===== src/sv/spd_pkg.sv =====
// Shared types and constants of the scan plateau peak detector.
// No dependencies; used by every module of the block.
`default_nettype none

package spd_pkg;

  // Field widths of the sample and result items
  localparam int SAMPLE_W = 8;
  localparam int INDEX_W  = 15;
  localparam int VALUE_W  = 7;
  localparam int FREQ_W   = 32;
  localparam int STEP_W   = 24;
  localparam int COUNT_W  = 15;
  localparam int PROD_W   = INDEX_W + STEP_W;

  // Default sizing
  localparam int MAX_SCAN_LENGTH = 32768;
  localparam int QUEUE_DEPTH     = 4;  // power of two

  // Register map (index = paddr[2])
  localparam logic REG_START_FREQUENCY = 1'b0;
  localparam logic REG_FREQUENCY_STEP  = 1'b1;

  // Reset values of the registers
  localparam logic [FREQ_W-1:0] START_FREQUENCY_RESET = '0;
  localparam logic [STEP_W-1:0] FREQUENCY_STEP_RESET  = STEP_W'(1);

  // Classified result of one sample, passed from front to back
  typedef struct packed {
    logic               peak_valid;
    logic [INDEX_W-1:0] peak_index;
    logic [VALUE_W-1:0] peak_value;
    logic               scan_done;
    logic [COUNT_W-1:0] peak_count;
    logic               scan_error;
  } rec_t;

endpackage

`default_nettype wire


===== src/sv/spd_front.sv =====
// Front end: accepts samples, tracks slope and plateau start, classifies peaks.
// Depends on spd_pkg; feeds spd_queue with one record per reported result.
`default_nettype none

module spd_front #(
  parameter int MAX_SCAN_LENGTH = spd_pkg::MAX_SCAN_LENGTH
) (
  input  wire logic                          clk,
  input  wire logic                          rst,
  input  wire logic                          in_valid,
  output logic                               in_ready,
  input  wire logic signed [spd_pkg::SAMPLE_W-1:0] sample,
  input  wire logic                          last_sample,
  input  wire logic                          queue_full,
  output logic                               push,
  output spd_pkg::rec_t                      rec
);

  localparam logic [spd_pkg::INDEX_W-1:0] LAST_IDX =
    spd_pkg::INDEX_W'(MAX_SCAN_LENGTH - 1);

  logic signed [spd_pkg::SAMPLE_W-1:0] previous_sample;
  logic                                rising;
  logic [spd_pkg::INDEX_W-1:0]         plateau_start;
  logic [spd_pkg::INDEX_W-1:0]         sample_index;
  logic [spd_pkg::COUNT_W-1:0]         peaks_found;

  logic                                accept;
  logic                                at_end;
  logic                                rising_next;
  logic [spd_pkg::INDEX_W-1:0]         plateau_start_next;
  logic                                have_peak;
  logic                                keep_peak;
  logic [spd_pkg::INDEX_W-1:0]         peak_idx;
  logic signed [spd_pkg::SAMPLE_W-1:0] peak_val;
  logic [spd_pkg::INDEX_W-1:0]         fall_span;
  logic [spd_pkg::INDEX_W:0]           end_span;
  logic [spd_pkg::COUNT_W-1:0]         peaks_found_next;

  assign in_ready = !queue_full;
  assign accept   = in_valid && in_ready;
  assign at_end   = last_sample || (sample_index >= LAST_IDX);

  // Slope tracking and peak placement at the plateau center
  always_comb begin
    rising_next        = rising;
    plateau_start_next = plateau_start;
    have_peak          = 1'b0;
    peak_idx           = '0;
    peak_val           = '0;
    fall_span          = sample_index - plateau_start;
    end_span           = '0;
    if (sample_index == '0) begin
      rising_next        = 1'b0;
      plateau_start_next = '0;
    end else begin
      if (previous_sample < sample) begin
        rising_next        = 1'b1;
        plateau_start_next = sample_index;
      end else if ((previous_sample > sample) && rising) begin
        have_peak   = 1'b1;
        peak_idx    = plateau_start + (fall_span >> 1);
        peak_val    = previous_sample;
        rising_next = 1'b0;
      end
      // scan ends on a rise or plateau: close it at the scan length
      if (at_end && rising_next) begin
        end_span  = {1'b0, sample_index} + (spd_pkg::INDEX_W+1)'(1)
                    - {1'b0, plateau_start_next};
        have_peak = 1'b1;
        peak_idx  = plateau_start_next + end_span[spd_pkg::INDEX_W:1];
        peak_val  = sample;
      end
    end
  end

  // Drop peaks that are not above zero
  assign keep_peak        = have_peak && (peak_val > 0);
  assign peaks_found_next = peaks_found + spd_pkg::COUNT_W'(keep_peak);

  // Build the record for the back end
  always_comb begin
    rec.peak_valid = keep_peak;
    rec.peak_index = keep_peak ? peak_idx : '0;
    rec.peak_value = keep_peak ? peak_val[spd_pkg::VALUE_W-1:0] : '0;
    rec.scan_done  = at_end;
    rec.peak_count = at_end ? peaks_found_next : '0;
    rec.scan_error = at_end && (sample_index == '0);
  end

  assign push = accept && (keep_peak || at_end);

  // Advance scan state; clear it after the last sample
  always_ff @(posedge clk) begin
    if (rst) begin
      previous_sample <= '0;
      rising          <= 1'b0;
      plateau_start   <= '0;
      sample_index    <= '0;
      peaks_found     <= '0;
    end else if (accept) begin
      if (at_end) begin
        previous_sample <= '0;
        rising          <= 1'b0;
        plateau_start   <= '0;
        sample_index    <= '0;
        peaks_found     <= '0;
      end else begin
        previous_sample <= sample;
        rising          <= rising_next;
        plateau_start   <= plateau_start_next;
        sample_index    <= sample_index + spd_pkg::INDEX_W'(1);
        peaks_found     <= peaks_found_next;
      end
    end
  end

endmodule

`default_nettype wire


===== src/sv/spd_queue.sv =====
// Short record queue between the classifying front end and the back end.
// Depends on spd_pkg for the record type.
`default_nettype none

module spd_queue #(
  parameter int QUEUE_DEPTH = spd_pkg::QUEUE_DEPTH
) (
  input  wire logic          clk,
  input  wire logic          rst,
  input  wire logic          push,
  input  wire spd_pkg::rec_t push_rec,
  output logic               full,
  input  wire logic          pop,
  output logic               not_empty,
  output spd_pkg::rec_t      head_rec
);

  localparam int PTR_W = (QUEUE_DEPTH > 1) ? $clog2(QUEUE_DEPTH) : 1;
  localparam int CNT_W = $clog2(QUEUE_DEPTH + 1);

  spd_pkg::rec_t     entries [QUEUE_DEPTH];
  logic [PTR_W-1:0]  wr_ptr;
  logic [PTR_W-1:0]  rd_ptr;
  logic [CNT_W-1:0]  count;
  logic              do_push;
  logic              do_pop;

  assign full      = (count == CNT_W'(QUEUE_DEPTH));
  assign not_empty = (count != '0);
  assign do_push   = push && !full;
  assign do_pop    = pop && not_empty;
  assign head_rec  = entries[rd_ptr];

  // Store records at the write pointer
  always_ff @(posedge clk) begin
    if (do_push) begin
      entries[wr_ptr] <= push_rec;
    end
  end

  // Advance pointers and occupancy
  always_ff @(posedge clk) begin
    if (rst) begin
      wr_ptr <= '0;
      rd_ptr <= '0;
      count  <= '0;
    end else begin
      if (do_push) begin
        wr_ptr <= wr_ptr + PTR_W'(1);
      end
      if (do_pop) begin
        rd_ptr <= rd_ptr + PTR_W'(1);
      end
      case ({do_push, do_pop})
        2'b10:   count <= count + CNT_W'(1);
        2'b01:   count <= count - CNT_W'(1);
        default: count <= count;
      endcase
    end
  end

endmodule

`default_nettype wire


===== src/sv/spd_back.sv =====
// Back end: peak frequency (start + index * step, saturating) and output register.
// Depends on spd_pkg; drains spd_queue and drives the result stream.
`default_nettype none

module spd_back (
  input  wire logic                          clk,
  input  wire logic                          rst,
  input  wire logic [spd_pkg::FREQ_W-1:0]    start_frequency,
  input  wire logic [spd_pkg::STEP_W-1:0]    frequency_step,
  input  wire logic                          head_valid,
  input  wire spd_pkg::rec_t                 head_rec,
  output logic                               pop,
  output logic                               out_valid,
  input  wire logic                          out_ready,
  output spd_pkg::rec_t                      out_rec,
  output logic [spd_pkg::FREQ_W-1:0]         out_frequency
);

  logic                               mul_valid;
  spd_pkg::rec_t                      mul_rec;
  logic [spd_pkg::PROD_W-1:0]         mul_prod;
  logic                               mul_adv;
  logic [spd_pkg::PROD_W:0]           freq_sum;
  logic [spd_pkg::FREQ_W-1:0]         freq_sat;

  assign mul_adv = !out_valid || out_ready;
  assign pop     = head_valid && (!mul_valid || mul_adv);

  // Multiply stage: index times step
  always_ff @(posedge clk) begin
    if (rst) begin
      mul_valid <= 1'b0;
    end else if (!mul_valid || mul_adv) begin
      mul_valid <= head_valid;
    end
  end

  always_ff @(posedge clk) begin
    if (pop) begin
      mul_rec  <= head_rec;
      mul_prod <= spd_pkg::PROD_W'(head_rec.peak_index) * spd_pkg::PROD_W'(frequency_step);
    end
  end

  // Add start frequency and saturate
  assign freq_sum = (spd_pkg::PROD_W+1)'(start_frequency) + (spd_pkg::PROD_W+1)'(mul_prod);
  assign freq_sat = (freq_sum[spd_pkg::PROD_W:spd_pkg::FREQ_W] != '0) ? '1
                    : freq_sum[spd_pkg::FREQ_W-1:0];

  // Output register: hold while the sink stalls
  always_ff @(posedge clk) begin
    if (rst) begin
      out_valid <= 1'b0;
    end else if (mul_adv) begin
      out_valid <= mul_valid;
    end
  end

  always_ff @(posedge clk) begin
    if (mul_adv && mul_valid) begin
      out_rec       <= mul_rec;
      out_frequency <= mul_rec.peak_valid ? freq_sat : '0;
    end
  end

endmodule

`default_nettype wire


===== src/sv/scan_plateau_peak_detector_top.sv =====
// Scan plateau peak detector: one sample accepted per cycle while the queue has room.
// A result goes through the queue write, the multiply stage and the add and saturate stage
// into the output register, where it waits for m_tready.
// Throughput: one sample per cycle; the input stalls only when the queue (4 entries by default) fills.
// Reset (synchronous, rst high) clears the scan state, the queue and both back stages;
// start_frequency returns to 0 and frequency_step to 1.
`default_nettype none

module scan_plateau_peak_detector_top #(
  parameter int MAX_SCAN_LENGTH = spd_pkg::MAX_SCAN_LENGTH,
  parameter int QUEUE_DEPTH     = spd_pkg::QUEUE_DEPTH
) (
  input  wire logic        clk,
  input  wire logic        rst,
  // Sample stream
  input  wire logic        s_tvalid,
  output logic             s_tready,
  input  wire logic [7:0]  s_tdata,   // [7:0] sample
  input  wire logic        s_tlast,   // last_sample
  // Result stream
  output logic             m_tvalid,
  input  wire logic        m_tready,
  output logic [71:0]      m_tdata,   // [14:0] peak_index, [21:15] peak_value,
                                      // [53:22] peak_frequency, [68:54] peak_count,
                                      // [69] scan_error, [71:70] zero
  output logic             m_tuser,   // peak_valid
  output logic             m_tlast,   // scan_done
  // Configuration port
  input  wire logic        psel,
  input  wire logic        penable,
  input  wire logic        pwrite,
  input  wire logic [2:0]  paddr,
  input  wire logic [31:0] pwdata,
  output logic [31:0]      prdata,
  output logic             pready
);

  logic [spd_pkg::FREQ_W-1:0] start_frequency;
  logic [spd_pkg::STEP_W-1:0] frequency_step;
  logic                       cfg_write;

  logic                       q_push;
  spd_pkg::rec_t              q_push_rec;
  logic                       q_full;
  logic                       q_pop;
  logic                       q_not_empty;
  spd_pkg::rec_t              q_head_rec;
  spd_pkg::rec_t              out_rec;
  logic [spd_pkg::FREQ_W-1:0] out_frequency;

  // Configuration registers
  assign pready    = 1'b1;
  assign cfg_write = psel && penable && pwrite && pready;

  always_ff @(posedge clk) begin
    if (rst) begin
      start_frequency <= spd_pkg::START_FREQUENCY_RESET;
      frequency_step  <= spd_pkg::FREQUENCY_STEP_RESET;
    end else if (cfg_write) begin
      case (paddr[2])
        spd_pkg::REG_START_FREQUENCY: start_frequency <= pwdata[spd_pkg::FREQ_W-1:0];
        spd_pkg::REG_FREQUENCY_STEP:  frequency_step  <= pwdata[spd_pkg::STEP_W-1:0];
        default: ;
      endcase
    end
  end

  always_comb begin
    case (paddr[2])
      spd_pkg::REG_START_FREQUENCY: prdata = start_frequency;
      spd_pkg::REG_FREQUENCY_STEP:  prdata = 32'(frequency_step);
      default:                      prdata = '0;
    endcase
  end

  spd_front #(
    .MAX_SCAN_LENGTH (MAX_SCAN_LENGTH)
  ) u_front (
    .clk         (clk),
    .rst         (rst),
    .in_valid    (s_tvalid),
    .in_ready    (s_tready),
    .sample      (s_tdata),
    .last_sample (s_tlast),
    .queue_full  (q_full),
    .push        (q_push),
    .rec         (q_push_rec)
  );

  spd_queue #(
    .QUEUE_DEPTH (QUEUE_DEPTH)
  ) u_queue (
    .clk       (clk),
    .rst       (rst),
    .push      (q_push),
    .push_rec  (q_push_rec),
    .full      (q_full),
    .pop       (q_pop),
    .not_empty (q_not_empty),
    .head_rec  (q_head_rec)
  );

  spd_back u_back (
    .clk             (clk),
    .rst             (rst),
    .start_frequency (start_frequency),
    .frequency_step  (frequency_step),
    .head_valid      (q_not_empty),
    .head_rec        (q_head_rec),
    .pop             (q_pop),
    .out_valid       (m_tvalid),
    .out_ready       (m_tready),
    .out_rec         (out_rec),
    .out_frequency   (out_frequency)
  );

  // Pack the result beat
  assign m_tdata = {2'b00, out_rec.scan_error, out_rec.peak_count, out_frequency,
                    out_rec.peak_value, out_rec.peak_index};
  assign m_tuser = out_rec.peak_valid;
  assign m_tlast = out_rec.scan_done;

`ifndef SYNTHESIS
  // A reported peak always has a positive level
  assert property (@(posedge clk) disable iff (rst)
    (m_tvalid && m_tuser) |-> (m_tdata[21:15] != '0))
    else $error("peak reported with zero level");

  // A short-scan error closes the scan and carries no peak
  assert property (@(posedge clk) disable iff (rst)
    (m_tvalid && m_tdata[69]) |-> (m_tlast && !m_tuser && (m_tdata[68:54] == '0)))
    else $error("scan error beat malformed");

  // Input is refused only while the queue is full
  assert property (@(posedge clk) disable iff (rst)
    !s_tready |-> q_full)
    else $error("input stalled with queue space left");

  // A beat without a peak carries no frequency
  assert property (@(posedge clk) disable iff (rst)
    (m_tvalid && !m_tuser) |-> (m_tdata[53:22] == '0))
    else $error("frequency on a beat without a peak");
`endif

endmodule

`default_nettype wire

===== config.mk =====
export PLATFORM = sky130hd
export DESIGN_NAME = scan_plateau_peak_detector_top
export DESIGN_NICKNAME = d
export VERILOG_FILES = /design/src/sv/spd_pkg.sv /design/src/sv/spd_front.sv /design/src/sv/spd_queue.sv /design/src/sv/spd_back.sv /design/src/sv/scan_plateau_peak_detector_top.sv
export SDC_FILE = /design/constraint.sdc
export NUM_CORES = 2
export LEC_CHECK = 0
export ABC_AREA = 1
export BUFFER_PORTS_ARGS = -buffer_cell sky130_fd_sc_hd__buf_2
export CAP_MARGIN = 10
export CORE_MARGIN = 4
export CORE_UTILIZATION = 57
export CTS_CLUSTER_SIZE = 20
export DETAILED_ROUTE_END_ITERATION = 10
export GPL_TIMING_DRIVEN = 0
export PLACE_DENSITY = 0.87
export SYNTH_ARGS = -nofsm -noshare
export SYNTH_HDL_FRONTEND = slang
export SYNTH_SLANG_ARGS = --single-unit

===== constraint.sdc =====
create_clock -name clk -period 6.7 [get_ports clk]
set_clock_uncertainty 0.05 [all_clocks]
set_input_delay 1.34 -clock clk [delete_from_list [all_inputs] [get_ports clk]]
set_output_delay 1.34 -clock clk [all_outputs]
set_load 0.1 [all_outputs]

==> results.md <==
* Unique masters post-synth at 53
* HP Start: u_back.mul_rec[10]
* Seq cells post-synth at 432
* Final nets at 4619
* Cts bufs inserted at 45
* Die Span Y at 249 um
* Worst Hold Class: flop to flop
* RSZ-0062 raised after global routing: true
* Initial antenna violation count at 1
* Final worst slack at 0.100 ns
* Die X at 249 um
* Leakage power at 16.7 nW
* Switching Share at 47.4%
* CTS tree: built
* Synth top area cells: edfxtp_1 (28%), fa_1 (17%), ha_1 (8.3%)
* DR pass1 iterations at 8
* Final Max Slew Viols at 0
* Clock transition at the registers of the reported paths at 0.06 ns
* Share of cells above drive strength 1 at 10.5%
* Number of max-cap violations at 0
* Vias in the first global route at 28300
* Critical path class: flop to flop
* Core area at 0.0577 mm2
* Largest net degree at the start of global routing at 66
* Fin crit period at 6.60 ns
* Drt drc at 0
* Final setup viols at 0
* Status: completed
* Clock buffer depth at 3
* Share of the synthesized area in the top cell type at 28.1%
* Peak VDD IR at 0.000323 V
* CP max FO at 10
* CTS root buf: clkbuf_16
* I/O Buffers at 153
* Synthesized area at 0.0332 mm2
* All-Layer GR Usage at 30.1%
* Final hold vios at 0
* Power Density at 366 mW/mm2
* Reg2reg path depth at 23
* Part of the power in combinational logic at 53.8%
* Via-to-Cell Ratio at 5.78
* Routed wire per std cell at 19.7 um
* Hold buffers post-CTS at 0
* Worst Max-Slew Pin Slew at 0.986 ns
* Fmax achieved at 0.152 GHz
* Clk_lat worst skew at 0.61 ns
* Worst EP required at 7.00 ns
* DIE AREA at 0.0622 mm2
* WP data arrival at 6.90 ns
* Crit start category: flop
* Clk pwr share at 18.2%
* Sw Pwr at 6.51 mW
* CP Capture Type: flop
* Synth warn at 0
* Avg Inst Size Synth at 8.68 um2
* Grt total ovfl at 0
* EDFF count, synth at 311
* Final WL at 96000 um
* Post-DP HPWL at 73500 um
* First-pass GRT wire length at 148000 um
* DR vias at 28100
* Crit share post-route at 98.5%
* Biggest area consumer among synthesized cells: edfxtp_1
* Clock sinks at 432
* Relative slew slack at 34.3%
* Post-Place Worst Slack at -1.43 ns
* I/O pin count at 160
* Post-route ant nets at 0
* Ys async rst share at 0%
* Top FF cell, synth: edfxtp_1
* H-tree levels at 2
* Sequential area share after synthesis at 35.4%
* Iteration-0 DRC count of the detailed router at 3217
* Mapped Cells at 3825
* Pint at 7.22 mW
* Worst hold stages at 0
* Seq pwr share at 28.0%
* GPL Wtd Cong at 1.03
* Total Power at 13.7 mW
* Synth-to-layout area growth at 13.1%
* Num rows at 88
* Crit Reg-Reg Startpoint: frequency_step[9]
* Worst setup path start: frequency_step[9]
* Initial Util at 57.6%
==> final timing paths <==
check                   endpoint  slack, ns
max          u_back.mul_prod[33]       0.10
min           u_back.out_rec[10]       0.37
max reg2reg  u_back.mul_prod[33]       0.10
min reg2reg   u_back.out_rec[10]       0.37
==> flip-flops by register name, summed over array words and instances, names as in the netlist, 15 cells and up, named ones only <==
signal,cells
u_queue.entries,160
u_back.mul_prod,39
start_frequency,32
u_front.sample_index,15
frequency_step,24
u_front.plateau_start,15
u_back.out_frequency,32
u_back.mul_rec,40
u_front.peaks_found,15
u_back.out_rec,40
==> per-stage QoR <==
| stage | utilization [%] | instance area [um2] | TNS, ns | instances | hold WS, ns |
|---|---|---|---|---|---|
| after floorplan | - | 33200 | 0 | 3826 | 0.350 |
| after global placement | 60.5 | 34900 | -132.71 | 4744 | 0.353 |
| after detailed placement | 60.9 | 35100 | -46.33 | 4751 | 0.355 |
| after CTS | 64.2 | 37000 | 0 | 4833 | 0.366 |
| after global routing | 65.1 | 37600 | -0.315 | 4858 | 0.375 |
| final | 65.1 | 37600 | 0 | 4859 | 0.366 |
==> cell families after synthesis <==
| family | Yosys count | synth area share [%] |
|---|---|---|
| adders and majority gates | 511 | 25.8 |
| buffers and inverters | 778 | 8.93 |
| xor gates and xnor gates | 122 | 3.22 |
| other | 2 | 0.0226 |
| and+or+nand+nor | 1387 | 16.8 |
| AOI/OAI and AO/OA | 593 | 9.80 |
| DFF | 432 | 35.4 |
==> critical path: stages, from the launching register on <==
cell,delay (ns)
dfxtp_1,0.30
buf_1,0.28
inv_1,0.50
nor2_1,0.14
fa_1,0.54
inv_1,0.07
fa_1,0.55
inv_1,0.06
fa_1,0.54
inv_1,0.08
fa_1,0.49
fa_1,0.50
inv_1,0.05
fa_1,0.48
ha_4,0.32
nand2_1,0.08
nor2_2,0.17
buf_4,0.13
nand4_1,0.15
nor3_4,0.24
a21oi_4,0.11
o31ai_4,0.25
a21oi_2,0.10
xnor2_1,0.14
==> power by group through the flow <==
stage / logic (mW) / registers [mW] / clock network, mW
floorplan: 3.57 / 4.87 / 0
global placement: 6.33 / 3.93 / 0
detailed placement: 6.53 / 3.88 / 0
CTS: 6.91 / 3.84 / 2.52
global route: 7.87 / 3.89 / 2.64
finish: 7.39 / 3.85 / 2.49
==> area by class of cell <==
cell class                 count  area (um2)
inverter                     644        2480
fill                        4482       20100
multi-input combinational   2616       18900
sequential                   432       11800
tap                          765         957
clock buffer                  55        1170
clock inverter                28         280
timing repair buffer         189        1160
antenna                        1        2.50
buffer                       129         803
==> synthesized netlist by cell type, types with 3 or more instances <==
cell type	n
o22ai_1	27
buf_2	11
and3_1	8
nor4_1	7
nor2_1	478
xor2_1	77
buf_1	7
o21ai_0	225
nand2_1	683
dfxtp_1	121
o21ai_1	5
a221oi_1	3
nand3_2	3
fa_1	290
nand3_1	147
o221ai_1	4
inv_1	627
nand4_1	16
ha_1	221
a21boi_0	8
or2_2	4
a21o_1	19
clkbuf_1	110
o31ai_1	6
a31oi_1	16
o2111ai_1	3
a21oi_1	242
clkinv_1	16
xnor2_1	45
nor3_1	27
o21bai_1	21
buf_4	4
nor2_2	3
o21a_1	4
edfxtp_1	311
==> cell usage in the layout, fill, tap and decap left out, types with 11 or more instances in the layout <==
cell type / instances
a21o_1: 19
a21oi_1: 230
a21oi_2: 11
a31oi_1: 16
buf_2: 161
buf_4: 39
clkbuf_1: 80
clkbuf_16: 45
clkbuf_8: 16
clkinv_2: 15
clkinvlp_4: 13
dfxtp_1: 119
edfxtp_1: 311
fa_1: 287
ha_1: 209
inv_1: 616
nand2_1: 665
nand2_2: 12
nand3_1: 147
nand4_1: 16
nor2_1: 467
nor3_1: 23
o21ai_0: 218
o21bai_1: 20
o22ai_1: 27
xnor2_1: 45
xor2_1: 76
==> per-layer routing <==
| layer | up-vias | share of wire (%) | global-route usage [%] |
|---|---|---|---|
| met4 | 0 | 6.2 | 16.4 |
| li1 | 12700 | - | - |
| met2 | 1575 | 48 | 50.3 |
| met3 | 367 | 9.6 | 6.92 |
| met1 | 13400 | 36 | 36.1 |
| met5 | - | 0 | 0.772 |
==> what timing repair did <==
action | CTS | global route
setup endpoints to repair | 41 | 48
setup buffers | 1 | 28
cloned | 0 | 0
hold endpoints to repair | 0 | 0
resized for setup | 146 | 92
pin swaps | 3 | 27
No activity file was read; power rests on OpenSTA's default activity.
